### src/rtl/ast_pkg.sv
`timescale 1ns / 1ps

package ast_pkg;

  // width of the elapsed tick counters
  localparam int unsigned COUNT_WIDTH = 32;
  localparam int unsigned LIMIT_WIDTH = 32;
  // compare width covers both the counters and the limit registers
  localparam int unsigned CMP_WIDTH   = (COUNT_WIDTH > LIMIT_WIDTH) ? COUNT_WIDTH : LIMIT_WIDTH;

  localparam int unsigned APB_DATA_WIDTH = 32;
  localparam int unsigned APB_ADDR_WIDTH = 4;
  localparam int unsigned REG_IDX_WIDTH  = 2;

  localparam logic [LIMIT_WIDTH-1:0] PUMP_PULSE_RST   = LIMIT_WIDTH'(10000);
  localparam logic [LIMIT_WIDTH-1:0] PUMP_LIMIT_RST   = LIMIT_WIDTH'(60000);
  localparam logic [LIMIT_WIDTH-1:0] FAN_LIMIT_RST    = LIMIT_WIDTH'(1800000);
  localparam logic [LIMIT_WIDTH-1:0] HEATER_LIMIT_RST = LIMIT_WIDTH'(1800000);

  typedef enum logic [REG_IDX_WIDTH-1:0] {
    REG_PUMP_PULSE   = 2'd0,
    REG_PUMP_LIMIT   = 2'd1,
    REG_FAN_LIMIT    = 2'd2,
    REG_HEATER_LIMIT = 2'd3
  } reg_idx_e;

  typedef enum logic [2:0] {
    OP_TICK   = 3'd0,
    OP_PUMP   = 3'd1,
    OP_FAN    = 3'd2,
    OP_LIGHT  = 3'd3,
    OP_HEATER = 3'd4
  } op_e;

  typedef struct packed {
    logic [LIMIT_WIDTH-1:0] pump_pulse_ms;
    logic [LIMIT_WIDTH-1:0] pump_limit_ms;
    logic [LIMIT_WIDTH-1:0] fan_limit_ms;
    logic [LIMIT_WIDTH-1:0] heater_limit_ms;
  } cfg_t;

  typedef struct packed {
    logic       pump_state;
    logic       fan_state;
    logic [7:0] light_level;
    logic [7:0] heater_level;
    logic       pump_pulse_done;
    logic       pump_overrun;
    logic       fan_overrun;
    logic       heater_overrun;
  } res_t;

  function automatic logic [COUNT_WIDTH-1:0] sat_inc(input logic [COUNT_WIDTH-1:0] c);
    return (c == {COUNT_WIDTH{1'b1}}) ? c : c + COUNT_WIDTH'(1);
  endfunction

  // counter reached limit, both zero-extended to a common width
  function automatic logic reached(input logic [COUNT_WIDTH-1:0] c,
                                   input logic [LIMIT_WIDTH-1:0] lim);
    return CMP_WIDTH'(c) >= CMP_WIDTH'(lim);
  endfunction

endpackage

### src/rtl/ast_cfg.sv
`timescale 1ns / 1ps

module ast_cfg (
  input  logic                                clk_i,
  input  logic                                rst_ni,
  input  logic                                psel,
  input  logic                                penable,
  input  logic                                pwrite,
  input  logic [ast_pkg::APB_ADDR_WIDTH-1:0]  paddr,
  input  logic [ast_pkg::APB_DATA_WIDTH-1:0]  pwdata,
  output logic [ast_pkg::APB_DATA_WIDTH-1:0]  prdata,
  output logic                                pready,
  output ast_pkg::cfg_t                       cfg_o
);

  ast_pkg::cfg_t     cfg_q;
  ast_pkg::reg_idx_e idx;
  logic              wr_en;

  assign pready = 1'b1;
  assign idx    = ast_pkg::reg_idx_e'(paddr[3:2]);
  assign wr_en  = psel && penable && pwrite;

  always_ff @(posedge clk_i or negedge rst_ni) begin
    if (!rst_ni) begin
      cfg_q.pump_pulse_ms   <= ast_pkg::PUMP_PULSE_RST;
      cfg_q.pump_limit_ms   <= ast_pkg::PUMP_LIMIT_RST;
      cfg_q.fan_limit_ms    <= ast_pkg::FAN_LIMIT_RST;
      cfg_q.heater_limit_ms <= ast_pkg::HEATER_LIMIT_RST;
    end else if (wr_en) begin
      unique case (idx)
        ast_pkg::REG_PUMP_PULSE:   cfg_q.pump_pulse_ms   <= pwdata;
        ast_pkg::REG_PUMP_LIMIT:   cfg_q.pump_limit_ms   <= pwdata;
        ast_pkg::REG_FAN_LIMIT:    cfg_q.fan_limit_ms    <= pwdata;
        ast_pkg::REG_HEATER_LIMIT: cfg_q.heater_limit_ms <= pwdata;
        default: ;
      endcase
    end
  end

  always_comb begin
    unique case (idx)
      ast_pkg::REG_PUMP_PULSE:   prdata = cfg_q.pump_pulse_ms;
      ast_pkg::REG_PUMP_LIMIT:   prdata = cfg_q.pump_limit_ms;
      ast_pkg::REG_FAN_LIMIT:    prdata = cfg_q.fan_limit_ms;
      ast_pkg::REG_HEATER_LIMIT: prdata = cfg_q.heater_limit_ms;
      default:                   prdata = '0;
    endcase
  end

  assign cfg_o = cfg_q;

endmodule

### src/rtl/actuator_safety_timeout.sv
`timescale 1ns / 1ps

// safety timeouts for a pump, a fan and a heater, and a light level without a timeout
// input channel: in_valid_i / in_stall_o with operation_i and value_i; operation
//   tick advances all elapsed counters, pump, fan, light and heater each set one actuator
// output channel: out_valid_o / out_stall_i, one result per input transaction
//   with the actuator levels and the shutdown flags caused by that transaction
// latency: a result is valid the cycle after its input transaction is taken
// throughput: one transaction per cycle while in_stall_o is low; the state update and
//   the result are computed in one pass from the state registers into the result register
// when the receiver stalls, the result register holds and in_stall_o rises
//   until that result is taken; nothing is dropped or duplicated
// limits are written through the APB port (4 registers at 0x0, 0x4, 0x8, 0xc); the user
//   must write them only while no transaction is pending, which the block does not enforce
// reset: all actuators off, counters and levels zero, no result pending,
//   limits at 10000, 60000, 1800000 and 1800000 ticks

module actuator_safety_timeout (
  input  logic                                clk_i,
  input  logic                                rst_ni,
  input  logic                                in_valid_i,
  output logic                                in_stall_o,
  input  logic [2:0]                          operation_i,
  input  logic [7:0]                          value_i,
  output logic                                out_valid_o,
  input  logic                                out_stall_i,
  output logic                                pump_state_o,
  output logic                                fan_state_o,
  output logic [7:0]                          light_level_o,
  output logic [7:0]                          heater_level_o,
  output logic                                pump_pulse_done_o,
  output logic                                pump_overrun_o,
  output logic                                fan_overrun_o,
  output logic                                heater_overrun_o,
  input  logic                                psel,
  input  logic                                penable,
  input  logic                                pwrite,
  input  logic [ast_pkg::APB_ADDR_WIDTH-1:0]  paddr,
  input  logic [ast_pkg::APB_DATA_WIDTH-1:0]  pwdata,
  output logic [ast_pkg::APB_DATA_WIDTH-1:0]  prdata,
  output logic                                pready
);

  localparam int unsigned CW = ast_pkg::COUNT_WIDTH;

  ast_pkg::cfg_t cfg;

  ast_cfg u_cfg (
    .clk_i   (clk_i),
    .rst_ni  (rst_ni),
    .psel    (psel),
    .penable (penable),
    .pwrite  (pwrite),
    .paddr   (paddr),
    .pwdata  (pwdata),
    .prdata  (prdata),
    .pready  (pready),
    .cfg_o   (cfg)
  );

  logic          pump_run_q, pump_run_d;
  logic          fan_run_q, fan_run_d;
  logic [7:0]    heater_q, heater_d;
  logic [7:0]    light_q, light_d;
  logic [CW-1:0] pump_el_q, pump_el_d;
  logic [CW-1:0] fan_el_q, fan_el_d;
  logic [CW-1:0] heat_el_q, heat_el_d;
  logic          out_valid_q;
  ast_pkg::res_t res_q, res_d;
  logic          in_acc;
  logic          val_nz;
  logic          f_pulse, f_pover, f_fover, f_hover;

  assign in_stall_o = out_valid_q && out_stall_i;
  assign in_acc     = in_valid_i && !in_stall_o;
  assign val_nz     = (value_i != 8'd0);

  always_comb begin
    pump_run_d = pump_run_q;
    fan_run_d  = fan_run_q;
    heater_d   = heater_q;
    light_d    = light_q;
    pump_el_d  = pump_el_q;
    fan_el_d   = fan_el_q;
    heat_el_d  = heat_el_q;
    f_pulse    = 1'b0;
    f_pover    = 1'b0;
    f_fover    = 1'b0;
    f_hover    = 1'b0;
    unique case (ast_pkg::op_e'(operation_i))
      ast_pkg::OP_TICK: begin
        pump_el_d = ast_pkg::sat_inc(pump_el_q);
        fan_el_d  = ast_pkg::sat_inc(fan_el_q);
        heat_el_d = ast_pkg::sat_inc(heat_el_q);
        // pulse end wins over the runtime limit
        if (pump_run_q && ast_pkg::reached(pump_el_d, cfg.pump_pulse_ms)) begin
          pump_run_d = 1'b0;
          f_pulse    = 1'b1;
        end else if (pump_run_q && ast_pkg::reached(pump_el_d, cfg.pump_limit_ms)) begin
          pump_run_d = 1'b0;
          f_pover    = 1'b1;
        end
        if (fan_run_q && ast_pkg::reached(fan_el_d, cfg.fan_limit_ms)) begin
          fan_run_d = 1'b0;
          f_fover   = 1'b1;
        end
        if ((heater_q != 8'd0) && ast_pkg::reached(heat_el_d, cfg.heater_limit_ms)) begin
          heater_d = 8'd0;
          f_hover  = 1'b1;
        end
      end
      ast_pkg::OP_PUMP: begin
        // only an off-to-on edge restarts the pump timer
        if (val_nz && !pump_run_q) pump_el_d = '0;
        pump_run_d = val_nz;
      end
      ast_pkg::OP_FAN: begin
        if (val_nz) fan_el_d = '0;
        fan_run_d = val_nz;
      end
      ast_pkg::OP_LIGHT: begin
        light_d = value_i;
      end
      ast_pkg::OP_HEATER: begin
        if (val_nz) heat_el_d = '0;
        heater_d = value_i;
      end
      default: ;
    endcase

    res_d.pump_state      = pump_run_d;
    res_d.fan_state       = fan_run_d;
    res_d.light_level     = light_d;
    res_d.heater_level    = heater_d;
    res_d.pump_pulse_done = f_pulse;
    res_d.pump_overrun    = f_pover;
    res_d.fan_overrun     = f_fover;
    res_d.heater_overrun  = f_hover;
  end

  always_ff @(posedge clk_i or negedge rst_ni) begin
    if (!rst_ni) begin
      pump_run_q  <= 1'b0;
      fan_run_q   <= 1'b0;
      heater_q    <= 8'd0;
      light_q     <= 8'd0;
      pump_el_q   <= '0;
      fan_el_q    <= '0;
      heat_el_q   <= '0;
      out_valid_q <= 1'b0;
    end else begin
      if (in_acc) begin
        pump_run_q <= pump_run_d;
        fan_run_q  <= fan_run_d;
        heater_q   <= heater_d;
        light_q    <= light_d;
        pump_el_q  <= pump_el_d;
        fan_el_q   <= fan_el_d;
        heat_el_q  <= heat_el_d;
      end
      if (!in_stall_o) out_valid_q <= in_valid_i;
    end
  end

  always_ff @(posedge clk_i) begin
    if (in_acc) res_q <= res_d;
  end

  assign out_valid_o       = out_valid_q;
  assign pump_state_o      = res_q.pump_state;
  assign fan_state_o       = res_q.fan_state;
  assign light_level_o     = res_q.light_level;
  assign heater_level_o    = res_q.heater_level;
  assign pump_pulse_done_o = res_q.pump_pulse_done;
  assign pump_overrun_o    = res_q.pump_overrun;
  assign fan_overrun_o     = res_q.fan_overrun;
  assign heater_overrun_o  = res_q.heater_overrun;

  a_pump_flags_excl: assert property (@(posedge clk_i) disable iff (!rst_ni)
    out_valid_o |-> !(pump_pulse_done_o && pump_overrun_o))
    else $error("pump pulse end and overrun flagged together");

  a_pump_stop_off: assert property (@(posedge clk_i) disable iff (!rst_ni)
    out_valid_o && (pump_pulse_done_o || pump_overrun_o) |-> !pump_state_o)
    else $error("pump still on after a shutdown flag");

  a_fan_stop_off: assert property (@(posedge clk_i) disable iff (!rst_ni)
    out_valid_o && fan_overrun_o |-> !fan_state_o)
    else $error("fan still on after watchdog shutdown");

  a_heater_stop_off: assert property (@(posedge clk_i) disable iff (!rst_ni)
    out_valid_o && heater_overrun_o |-> (heater_level_o == 8'd0))
    else $error("heater still powered after watchdog shutdown");

  a_cmd_no_flags: assert property (@(posedge clk_i) disable iff (!rst_ni)
    in_valid_i && !in_stall_o && (operation_i != ast_pkg::OP_TICK) |=>
      !(pump_pulse_done_o || pump_overrun_o || fan_overrun_o || heater_overrun_o))
    else $error("shutdown flag raised by a command transaction");

endmodule
### config.mk
export PLATFORM = sky130hd
export DESIGN_NAME = actuator_safety_timeout
export DESIGN_NICKNAME = d
export VERILOG_FILES = /design/src/rtl/ast_pkg.sv /design/src/rtl/ast_cfg.sv /design/src/rtl/actuator_safety_timeout.sv
export SDC_FILE = /design/constraint.sdc
export NUM_CORES = 1
export LEC_CHECK = 0
export ABC_AREA = 0
export BUFFER_PORTS_ARGS = -buffer_cell sky130_fd_sc_hd__buf_2
export CAP_MARGIN = 0
export CORE_MARGIN = 4
export CORE_UTILIZATION = 40
export DETAILED_ROUTE_END_ITERATION = 8
export GPL_TIMING_DRIVEN = 0
export PLACE_DENSITY = 0.62
export SLEW_MARGIN = 10
export SYNTH_ARGS = -nofsm -noshare
export SYNTH_HDL_FRONTEND = slang
export SYNTH_SLANG_ARGS = --single-unit
### constraint.sdc
create_clock -name clk_i -period 7.2 [get_ports clk_i]
set_input_delay 1.44 -clock clk_i [delete_from_list [all_inputs] [get_ports clk_i]]
set_output_delay 1.44 -clock clk_i [all_outputs]
set_load 0.05 [all_outputs]
== Yosys cells after proc, flatten, opt, wreduce, memory -nomap -nowiden ==
Cells that the tools add are included.
Storage, ports and cells
  register bits after elaboration: 265
  input bits: 54
  output and inout port bits: 57
  logic and storage cells: 88
Operators by class
  $add $sub $neg: 3
  magnitude comparators: 4
  equal/unequal tests: 13
  mux-type cells: 21
  bitwise operators: 1
  reductions and logical operators: 26
Operators with widths (count)
  $pmux 32 s2: 3
  $mux 32: 5
  $ge 32x32->1: 4
  $pmux 32 s4: 1
  $add 32x1->32 const B: 3
  $eq 32x32->1 const B: 3
  $mux 8: 2
  $pmux 8 s2: 1
  $reduce_bool 8->1: 2
  $logic_and 1x1->1: 9
  $reduce_and 3->1: 3
  $reduce_and 2->1: 4
  $mux 1: 7
  $eq 3x2->1 const B: 2
  $ne 2x2->1 const B: 3
  $reduce_bool 2->1: 3
  $eq 2x2->1 const B: 2
  $pmux 1 s2: 2
  $eq 3x1->1 const B: 1
  $eq 3x3->1 const B: 1
  $logic_not 3->1: 1
  $eq 2x1->1 const B: 1
  $logic_not 1->1: 2
  $logic_not 2->1: 1
  2 further kinds: 2

== Longest topological paths before layout ==
  depth after elaboration: 7
  mapped depth: 18
  mapped depth without buffers: 15

== By module ==
Synthesis repeated with hierarchy kept, for this count alone.
Second synthesis, totals
  cell total of the unflattened synthesis: 1719
  area, all modules: 17483.0 um^2
By module, submodules not included
  actuator_safety_timeout: instances 1, cells each 1400, area an instance 11781.3 um^2, sequential area each 3538.4 um^2
  ast_cfg: instances 1, cells each 319, area an instance 5701.7 um^2, sequential area each 3245.6 um^2

== Worst setup path before layout ==
OpenSTA, ideal clock, no wires.
  path kind: input to output
  start point: input paddr[2] (netlist bit)
  end point: output prdata[0] (netlist bit)
  arrival: 3019 ps
  data required time: 5760 ps
  slack: 2741 ps
  stages on the path: 3
  path buffers: 2
  path through: clkbuf_1 -> buf_1 -> mux4_2
Between the ends
  cells in the longest elaborated chain, start to end: 2
  elaborated cells on any way between the ends: 5
  classes of those cells: 3 x eq/ne; 1 x mux; 1 x reduce/logical
Ends and longest elaborated chain
  start: declaration: line actuator_safety_timeout.sv:38  | input logic [ast_pkg::APB_ADDR_WIDTH-1:0] paddr,
  $eq 2x2->1, or another cell as far along: line ast_cfg.sv:42  | unique case (idx)
  $pmux 32 s4 *: line ast_cfg.sv:42
  end: declaration: line actuator_safety_timeout.sv:40  | output logic [ast_pkg::APB_DATA_WIDTH-1:0] prdata,
Mark *: on every way between the ends. The rest lies on a longest branch, timed or not.

== Worst setup path after layout ==
  start point: input paddr[2] (netlist bit)
  end point: output prdata[30] (netlist bit)
The elaborated chain is that of the path after synthesis.

==> impl_results.md <==
- Run status: completed
- Count of flip-flops with a built-in enable after synthesis: 22
- Global-route wire length before repair: 81400 µm
- Clock buffer depth: 3
- Internal Pwr Total: 3.27 mW
- Area leader, netlist: sky130_fd_sc_hd__dfrtp_1
- Total nets after synthesis: 1936
- Final-report hold violation count: 0
- # Max-Cap Violations: 0
- Warning count from the yosys run: 0
- WHS Path Cells: 2
- Count of input and output buffers: 104
- Effective utilization at floorplan: 0.407
- Non-filler instance count after layout: 2448
- Min Clock Period, post-route: 5.03 ns
- Number of failing setup endpoints in the final timing report: 0
- Core footprint: 41100 µm²
- Number of library cell types mapped by synthesis: 70
- Worst-path cell chain: clkbuf_1 > buf_1 > mux4_2 > buf_2
- Fmax: 199 MHz
- Startpoint Class: primary input
- Total routed wirelength: 53500 µm
- Ys async rst share: 0.917
- Worst Path Buf+Inv: 3
- Pin slew with the least headroom to its limit: 1.20 ns
- Placed cell count: 2390
- Final estimated routing congestion in global placement: 0.927
- Growth of design area from synthesis to finish: 14.2%
- Ratio of cells with drive above 1 in the final layout: 0.176
- Combinational share of power: 0.253
- Normalized max-slew margin: 0.200
- Tcrit/Tclk final: 0.699
- Area share of the largest cell type after synthesis: 0.312
- Slowest cell on the critical path: sky130_fd_sc_hd__buf_1
- Sequential-to-total area share from yosys stat: 0.405
- Setup repair after global routing missed its margin: false
- Post-CTS setup buffer count: 0
- CP Data Required Time: 5.76 ns
- Switching fraction of total power: 0.336
- Largest net degree at the start of global routing: 101
- Critical path endpoint category: output port
- Total power per unit cell area: 257 nW/µm²
- Sw Pwr: 1.65 mW
- Largest driver fanout on the critical path: 10
- Area of the mapped netlist: 16700 µm²
- Horizontal die dimension: 213 µm
- Wire per inst: 21.8 µm
- Grt ovf: 0
- Detail-routed via count per cell: 5.75
- Path length in cells of the critical path: 4
- Worst endpoint data arrival time: 3.59 ns
- IR drop worst, VDD: 0.164 mV
- CTS clk-pin slew, worst paths: 0.06 ns
- Peak per-stage delay on the critical path: 0.84 ns
- Most area-consuming cells after synthesis: sky130_fd_sc_hd__dfrtp_1, sky130_fd_sc_hd__ha_1, sky130_fd_sc_hd__dfstp_2
- Drc violations: 0
- Final #Nets: 2076
- Via count of the first global-routing pass: 13900
- Start point of the worst hold path: light_q[4]
- Type of the most critical hold path: flip-flop to flip-flop
- Total Die Area: 45200 µm²
- Synth Instances: 1751
- Number of buffers added to fix hold violations after cts: 0
- Final Skew: 0.0155 ns
- Worst-skew pair later-pin latency: 0.58 ns
- Mean cell area of the mapped netlist: 9.56 µm²
- Cell Rows: 74
- Setup CP Type: primary input to output port
- Number of clock sinks: 265
- Count of nets left with antenna violations after detail routing: 0
- Slew Limit Fails: 0
- Cell family contributing the most delay on the critical path: buffers and inverters
- Sequential fraction of design power: 0.399
- Antenna violations before repair: 1
- Vertical die dimension: 213 µm
- Count of state elements after synthesis: 265
- Count of cells resized by post-cts repair: 0
- Clock tree from TritonCTS: done
- Number of ports placed on the die boundary: 111
- Clock network fraction of design power: 0.347
- Post-detail-place hpwl: 40800 µm
- Leakage power of the design: 8.62 nW
- TritonRoute pass-1 iters: 5
- Reg-to-reg critical path startpoint: pump_el_q[2]
- Logic depth of the worst register-to-register path: 16
- Clock tree root buffer cell: sky130_fd_sc_hd__clkbuf_16
- CTS HTree Levels: 1
- Tot GR Track Use: 0.233
- Iter 0 DRT Violations: 1168
- Cell types with the highest counts after synthesis: sky130_fd_sc_hd__nand2_1, sky130_fd_sc_hd__dfrtp_1, sky130_fd_sc_hd__o21ai_0
- CTS Buf Count: 31
- Critical path launch point: paddr[2]
- Main synth FF type: sky130_fd_sc_hd__dfrtp_1
- Total Negative Setup Slacks: 0 ns
- Total via count in the routed design: 14100
- Dominant cell by count in the synthesized netlist: sky130_fd_sc_hd__nand2_1
==> per-layer routing <==
metal	routed length, µm	up-vias	GRT usage
met1	22900	6923	0.316
li1	-	6587	-
met2	25500	457	0.388
met4	2150	0	0.0842
met5	0	-	0
met3	2910	109	0.0273
==> cell type report <==
| type | instances | area (µm²) |
|---|---|---|
| fill | 3908 | 22000 |
| multi-input combinational | 1263 | 9080 |
| sequential | 265 | 6780 |
| clock buffer | 44 | 905 |
| tap | 532 | 666 |
| timing repair buffer | 107 | 591 |
| inverter | 136 | 510 |
| buffer | 87 | 373 |
| clock inverter | 13 | 198 |
| antenna | 1 | 2.50 |
==> final timing paths <==
| path | end | slack (ns) |
|---|---|---|
| setup / recovery | prdata[30] | 2.17 |
| max in group asynchronous | light_q[6] | 5.10 |
| setup reg to reg | pump_state_o | 2.20 |
| min in group asynchronous | fan_el_q[5] | 0.75 |
| hold / removal | light_q[4] | 0.47 |
| hold reg to reg | light_q[4] | 0.47 |
==> layout by cell type, fill, tap and decap left out, types with 23 or more instances in the layout <==
master / n
sky130_fd_sc_hd__a21oi_1: 99
sky130_fd_sc_hd__a31oi_1: 47
sky130_fd_sc_hd__buf_2: 109
sky130_fd_sc_hd__clkbuf_1: 67
sky130_fd_sc_hd__clkbuf_16: 31
sky130_fd_sc_hd__dfrtp_1: 209
sky130_fd_sc_hd__dfstp_2: 34
sky130_fd_sc_hd__ha_1: 131
sky130_fd_sc_hd__inv_1: 136
sky130_fd_sc_hd__mux2_2: 77
sky130_fd_sc_hd__mux4_2: 32
sky130_fd_sc_hd__nand2_1: 221
sky130_fd_sc_hd__nand3_1: 56
sky130_fd_sc_hd__nand4_1: 37
sky130_fd_sc_hd__nor2_1: 65
sky130_fd_sc_hd__o21ai_0: 153
sky130_fd_sc_hd__o31ai_1: 36
sky130_fd_sc_hd__xnor2_1: 64
sky130_fd_sc_hd__xor2_1: 23
==> flip-flops by register name (all words and copies together) (netlist names) <==
signal             flops
pump_run_q             1
fan_state_o            1
heater_level_o         8
pump_state_o           1
fan_overrun_o          1
heater_q               8
heater_overrun_o       1
light_level_o          8
pump_el_q             32
fan_run_q              1
light_q                8
pump_pulse_done_o      1
u_cfg.cfg_o          128
pump_overrun_o         1
out_valid_o            1
heat_el_q             32
fan_el_q              32
==> power groups by stage <==
stage,Clock [mW],Sequential [mW],Combinational [mW]
after floorplan,0,1.95,0.839
after global placement,0,1.97,1.20
after detailed placement,0,1.98,1.24
after CTS,1.72,1.95,1.25
after global routing,1.79,1.98,1.36
final,1.71,1.96,1.24
==> worst reg2reg max path: cells and delay by family, from the launching register on <==
kind | cells | cell delay (ns)
xor+xnor | 1 | 0.40
fa+ha+maj | 1 | 0.35
simple gates | 8 | 2.07
compound gates | 4 | 0.95
flops | 1 | 0.32
buf+inv | 2 | 0.70
==> cells by family (layout without fill, tap and decap cells) <==
family | count (synthesis) | after routing | synth area share
other | 1 | 2 | 0.000224
adder cells (fa/ha/maj) | 131 | 131 | 0.0979
buffers and inverters | 223 | 387 | 0.0527
multiplexers | 110 | 110 | 0.0955
XOR/XNOR | 87 | 87 | 0.0455
AO/OA/AOI/OAI | 419 | 419 | 0.150
AND/OR/NAND/NOR | 515 | 515 | 0.153
flip-flops | 265 | 265 | 0.405
==> through the flow <==
stage	cell area (µm²)	utilization	power, mW	setup WS (ns)	hold slack (ns)
final	19100	0.465	4.91	2.17	0.470
after global routing	19100	0.465	5.14	1.77	0.499
after CTS	19100	0.465	4.92	2.11	0.475
after detailed placement	18000	0.438	3.21	2.11	0.462
after global placement	17900	0.436	3.17	0.0387	0.452
after floorplan	16700	-	2.79	2.74	0.440
No activity file was read; power rests on OpenSTA's default activity.
